[config.mk]
export PLATFORM = sky130hd
export DESIGN_NAME = tlf_div3
export DESIGN_NICKNAME = d
export VERILOG_FILES = /design/src/hdl/tlf_pkg.sv /design/src/hdl/tlf_div3.sv
export SDC_FILE = /design/constraint.sdc
export NUM_CORES = 1
export LEC_CHECK = 0
export ABC_AREA = 1
export BUFFER_PORTS_ARGS = -buffer_cell sky130_fd_sc_hd__buf_2
export CORE_UTILIZATION = 55
export CTS_CLUSTER_DIAMETER = 100
export DETAILED_ROUTE_END_ITERATION = 7
export PLACE_DENSITY_LB_ADDON = 0.05
export SETUP_SLACK_MARGIN = 0.1
export SYNTH_ARGS = -nofsm -noshare
export SYNTH_HDL_FRONTEND = slang
export SYNTH_SLANG_ARGS = --single-unit
[constraint.sdc]
create_clock -name clk -period 7.7 [get_ports clk]
set_clock_uncertainty 0.05 [all_clocks]
set_input_delay 0.385 -clock clk [delete_from_list [all_inputs] [get_ports clk]]
set_output_delay 0.385 -clock clk [all_outputs]
set_load 0.05 [all_outputs]
[src/hdl/tlf_pkg.sv]
package tlf_pkg;

  // Block scaling brings the largest component magnitude into [2^29, 2^30).
  localparam int MANT_HI = 30;
  localparam int MANT_LO = 29;

  // Signed width of a block scaled component and of an exact cross product.
  localparam int MW = MANT_HI + 1;
  localparam int XW = 2 * MW;

  // Sum of three squared mantissas, and the number of square root steps.
  localparam int SQ_W       = 2 * MANT_HI + 2;
  localparam int ROOT_STEPS = MANT_HI + 1;

  // Bits of the centroid dividend retired per pipeline stage, and the divisor.
  localparam int DIV3_BITS = 8;
  localparam logic [2:0] CEN_DIV = 3'd3;

  typedef logic signed [MW-1:0] mant_t;
  typedef logic signed [XW-1:0] cross_t;
  typedef logic [MANT_HI-1:0]   mag_t;
  typedef logic [SQ_W-1:0]      sq_t;
  typedef logic [1:0]           rem3_t;

endpackage

[src/hdl/tlf_div3.sv]
module tlf_div3 #(
  parameter int CW     = 32,
  parameter int SIDE_W = 1
) (
  input  logic                     clk,
  input  logic                     rst,
  input  logic                     in_valid,
  input  logic signed [CW+1:0]     in_sum [3],
  input  logic        [SIDE_W-1:0] in_side,
  output logic                     out_valid,
  output logic signed [CW-1:0]     out_quo [3],
  output logic        [SIDE_W-1:0] out_side
);

  localparam int MB = CW + 1;
  localparam int ND = (MB + tlf_pkg::DIV3_BITS - 1) / tlf_pkg::DIV3_BITS;
  localparam int PW = ND * tlf_pkg::DIV3_BITS;

  logic [CW+1:0]         amag [3];
  logic [PW-1:0]         dnum [ND+1][3];
  logic [PW-1:0]         dquo [ND+1][3];
  tlf_pkg::rem3_t        drem [ND+1][3];
  logic                  dneg [ND+1][3];
  logic [SIDE_W-1:0]     dside [ND+1];
  logic                  dv [ND+1];
  logic [PW-1:0]         num_next [ND][3];
  logic [PW-1:0]         quo_next [ND][3];
  tlf_pkg::rem3_t        rem_next [ND][3];

  // Magnitude of each sum; rounding adds one before the floor division.
  always_comb begin
    for (int i = 0; i < 3; i++) begin
      amag[i] = in_sum[i][CW+1] ? (CW+2)'(-in_sum[i]) : (CW+2)'(in_sum[i]);
    end
  end

  always_ff @(posedge clk) begin
    if (rst) begin
      dv[0] <= 1'b0;
    end else begin
      dv[0] <= in_valid;
    end
  end

  always_ff @(posedge clk) begin
    for (int i = 0; i < 3; i++) begin
      dnum[0][i] <= PW'(MB'(amag[i] + (CW+2)'(1)));
      dquo[0][i] <= '0;
      drem[0][i] <= '0;
      dneg[0][i] <= in_sum[i][CW+1];
    end
    dside[0] <= in_side;
  end

  // Long division by three, a fixed group of dividend bits per stage.
  for (genvar k = 0; k < ND; k++) begin : g_step
    always_comb begin
      tlf_pkg::rem3_t r;
      logic [PW-1:0]  n;
      logic [PW-1:0]  q;
      logic [2:0]     t;
      for (int i = 0; i < 3; i++) begin
        r = drem[k][i];
        n = dnum[k][i];
        q = dquo[k][i];
        for (int j = 0; j < tlf_pkg::DIV3_BITS; j++) begin
          t = {r, n[PW-1]};
          n = n << 1;
          if (t >= tlf_pkg::CEN_DIV) begin
            q = {q[PW-2:0], 1'b1};
            r = 2'(t - tlf_pkg::CEN_DIV);
          end else begin
            q = {q[PW-2:0], 1'b0};
            r = t[1:0];
          end
        end
        num_next[k][i] = n;
        quo_next[k][i] = q;
        rem_next[k][i] = r;
      end
    end

    always_ff @(posedge clk) begin
      if (rst) begin
        dv[k+1] <= 1'b0;
      end else begin
        dv[k+1] <= dv[k];
      end
    end

    always_ff @(posedge clk) begin
      for (int i = 0; i < 3; i++) begin
        dnum[k+1][i] <= num_next[k][i];
        dquo[k+1][i] <= quo_next[k][i];
        drem[k+1][i] <= rem_next[k][i];
        dneg[k+1][i] <= dneg[k][i];
      end
      dside[k+1] <= dside[k];
    end
  end

  // Restore the sign of the quotient.
  always_ff @(posedge clk) begin
    if (rst) begin
      out_valid <= 1'b0;
    end else begin
      out_valid <= dv[ND];
    end
  end

  always_ff @(posedge clk) begin
    logic signed [CW-1:0] qv;
    for (int i = 0; i < 3; i++) begin
      qv = dquo[ND][i][CW-1:0];
      out_quo[i] <= dneg[ND][i] ? -qv : qv;
    end
    out_side <= dside[ND];
  end

endmodule

==> impl_results.md <==
- Status: completed
- Sw power: 0.00542 W
- Core Area: 0.0480 mm²
- Avg WL per Cell: 11.5 µm
- Filler cells: 3895
- Crit path capture type: flop
- CTS max path bufs: 3
- Period utilization: 0.679
- Mapped Cells: 2960
- Initial drt markers: 647
- Sequential share of the synthesized area: 0.540
- Sum Neg Setup Slack: 0 ps
- Hold path start: in_sum[100]
- Most common cell after layout, fill and taps aside: dfxtp_1
- Vias in the first global route: 17.6k
- Synthesized area: 0.0270 mm²
- RR Endpoint: dquo[4][80]
- HPWL Detailed: 34000 µm
- Die Width: 223 µm
- Fmax: 0.191 GHz
- DRT Pass-1 Iters: 8
- H-tree depth: 3
- Antenna violations before repair: 4
- Syn. warnings: 0
- Worst path most repeated cell: nand2_1
- Worst Hold End: dnum[0][112]
- Worst Max-Slew Pin Slew: 697 ps
- # IOs: 204
- Worst slew margin: 0.535
- Row count: 80
- Max stage delay cell, worst path: dfxtp_1
- Hold Fails Final Rpt: 0
- Critical path class: reg -> reg
- Pins Over Slew Limit: 0
- Number of clock sinks: 728
- DRT antenna net count: 0
- Sw frac: 0.382
- Root Buffer: clkbuf_16
- Area share of the leading cell type in the synthesized netlist: 0.540
- DRT Wirelength: 44800 µm
- Reg2Reg Depth: 41
- Min cycle time layout: 5230 ps
- Netlist cell types: 60
- Resized Gates After CTS: 0
- GPL Wtd Cong: 0.861
- Post-route DRC violation count: 0
- Skew-Pair Late Insertion Delay: 590 ps
- Drt via density: 4.72
- Initial core utilization: 0.561
- Sequential share of power: 0.381
- Comb power frac: 0.362
- Die Span Y: 223 µm
- Vias: 18.4k
- Leak pwr: 15.0 nW
- Asr flop ratio synth: 0
- Largest net degree at the start of global routing: 28
- Ys flop type: dfxtp_1
- Endpoints failing setup: 0
- Crit start category: flop
- Most frequent cells in the layout: 728 x dfxtp_1, 561 x nand2_1, 423 x inv_1, 209 x nor2_1, 203 x buf_2
- Crit-path max FO: 5
- Max-cap violations: 0
- Delay of the slowest critical-path stage: 330 ps
- Area Overhead vs Synth: 16.2%
- Clk pwr share: 0.258
- Global route overflow: 0
- Leading area contributor after synthesis: dfxtp_1
- Avg Inst Size Synth: 9.11 µm²
- WP data required: 8120 ps
- Number of port buffers: 203
- All-Layer GR Usage: 0.181
- First-pass GRT wire length: 75100 µm
- Critical R2R Launch: dnum[1][239]
- Final core occ: 0.652
- Mapped Nets: 3166
- Number of synthesized flops with an enable pin: 0
- Hold/Removal Path Class: in -> reg
- Final Net Count: 3433
- Worst R2R Setup Slack: 2470 ps
- Seq cells post-synth: 728
- Clk slew on worst S/H paths: 60 ps
- Top post-synthesis cells by area: dfxtp_1 54%, nand2_1 7.8%, xor2_1 5.9%
- Int Pwr: 0.00878 W
- Die area: 0.0499 mm²
- Max rail drop VDD: 0.346 mV
- Share of cells above drive strength 1: 0.156
- RSZ-0062 raised after global routing: no
- PD cells: 453 mW/mm²
- Depth of the worst hold-timing path: 3
- TritonCTS clock tree: built
- TritonCTS Buffers: 72
- WP data arrival: 5650 ps
sequential cells by signal, indices dropped and copies added, names as in the netlist:
signal     count
dquo         240
out_valid      1
dnum         339
dside          6
drem          21
dneg          18
out_side       1
dv             6
out_quo       96
kinds of logic (layout without fill, tap and decap cells):
kind of cell    count (synthesis)  count (layout)  synth area share
simple gates                 1194            1194             0.210
compound gates                193             193            0.0432
other cells                     0               4                 0
fa+ha+maj                     100             100            0.0464
flops                         728             728             0.540
xor+xnor                      285             285            0.0956
buf+inv                       460             785            0.0647
critical path: cells and delay by family, from the launching register on:
family / cells / cell delay (ps)
buffers and inverters: 7 / 440
AND/OR/NAND/NOR: 23 / 2410
adder cells (fa/ha/maj): 8 / 1510
flip-flops: 1 / 330
AO/OA/AOI/OAI: 3 / 390
per-layer routing:
layer / global-route usage / routed length, µm / vias up
li1: - / - / 9838
met1: 0.209 / 19800 / 8194
met2: 0.323 / 22000 / 287
met3: 0.0313 / 1650 / 96
met4: 0.0857 / 1380 / 2
met5: 0 / 14 / -
synthesized netlist by cell type, types with 18 or more instances:
cell type  count
ha_1         100
nand4_1       54
o21ai_1       18
nor2_2        33
xnor2_1       92
o21ai_0       79
a21oi_1       35
inv_1        423
nand2_2       30
nor2_1       209
xor2_1       182
nand3_1      150
nor3_1        42
nand2_1      561
dfxtp_1      728
through the flow:
| step | std cells | setup slack (ps) | total power, W | hold WS [ps] | cell area (µm²) |
|---|---|---|---|---|---|
| 2_1_floorplan | 2960 | 3060 | 0.00951 | 260 | 27000 |
| 3_3_place_gp | 3761 | 2890 | 0.0104 | 260 | 28700 |
| 3_5_place_dp | 3761 | 2530 | 0.0106 | 262 | 28700 |
| 4_1_cts | 3900 | 2490 | 0.0144 | 17.9 | 31300 |
| 5_1_grt | 3903 | 1770 | 0.0153 | 51.2 | 31300 |
| 6_report | 3904 | 2470 | 0.0142 | 59.8 | 31300 |
timing repair:
action | CTS | global route
hold buffers | 7 | 0
hold endpoints to repair | 13 | 0
endpoints found under the setup margin | 0 | 0
setup buffers | 0 | 0
cell type report:
type | count | area [µm²] | share of cell area
sequential | 728 | 14600 | 0.465
multi-input combinational | 1772 | 10700 | 0.340
timing repair buffer | 210 | 1090 | 0.0347
clock buffer | 96 | 2110 | 0.0673
inverter | 443 | 1670 | 0.0532
tap | 615 | 769 | 0.0246
clock inverter | 36 | 462 | 0.0147
antenna | 4 | 10.0 | 0.000320
power groups by stage:
stage	Combinational [W]	Sequential [W]	Clock [W]
final	0.00513	0.00541	0.00366
after global routing	0.00584	0.00552	0.00391
after CTS	0.00517	0.00542	0.00377
after detailed placement	0.00513	0.00550	0
after global placement	0.00490	0.00547	0
after floorplan	0.00328	0.00623	0
how the worst max path moves through the flow:
stage,start,end
final,dnum[1][239],dquo[4][80]
after global routing,dnum[1][239],dquo[4][80]
after CTS,dnum[1][199],dquo[4][40]
after detailed placement,dnum[1][199],dquo[4][40]
after global placement,dnum[0][239],drem[1][5]
after floorplan,dnum[0][239],drem[1][5]
No activity file was read; power rests on OpenSTA's default activity.
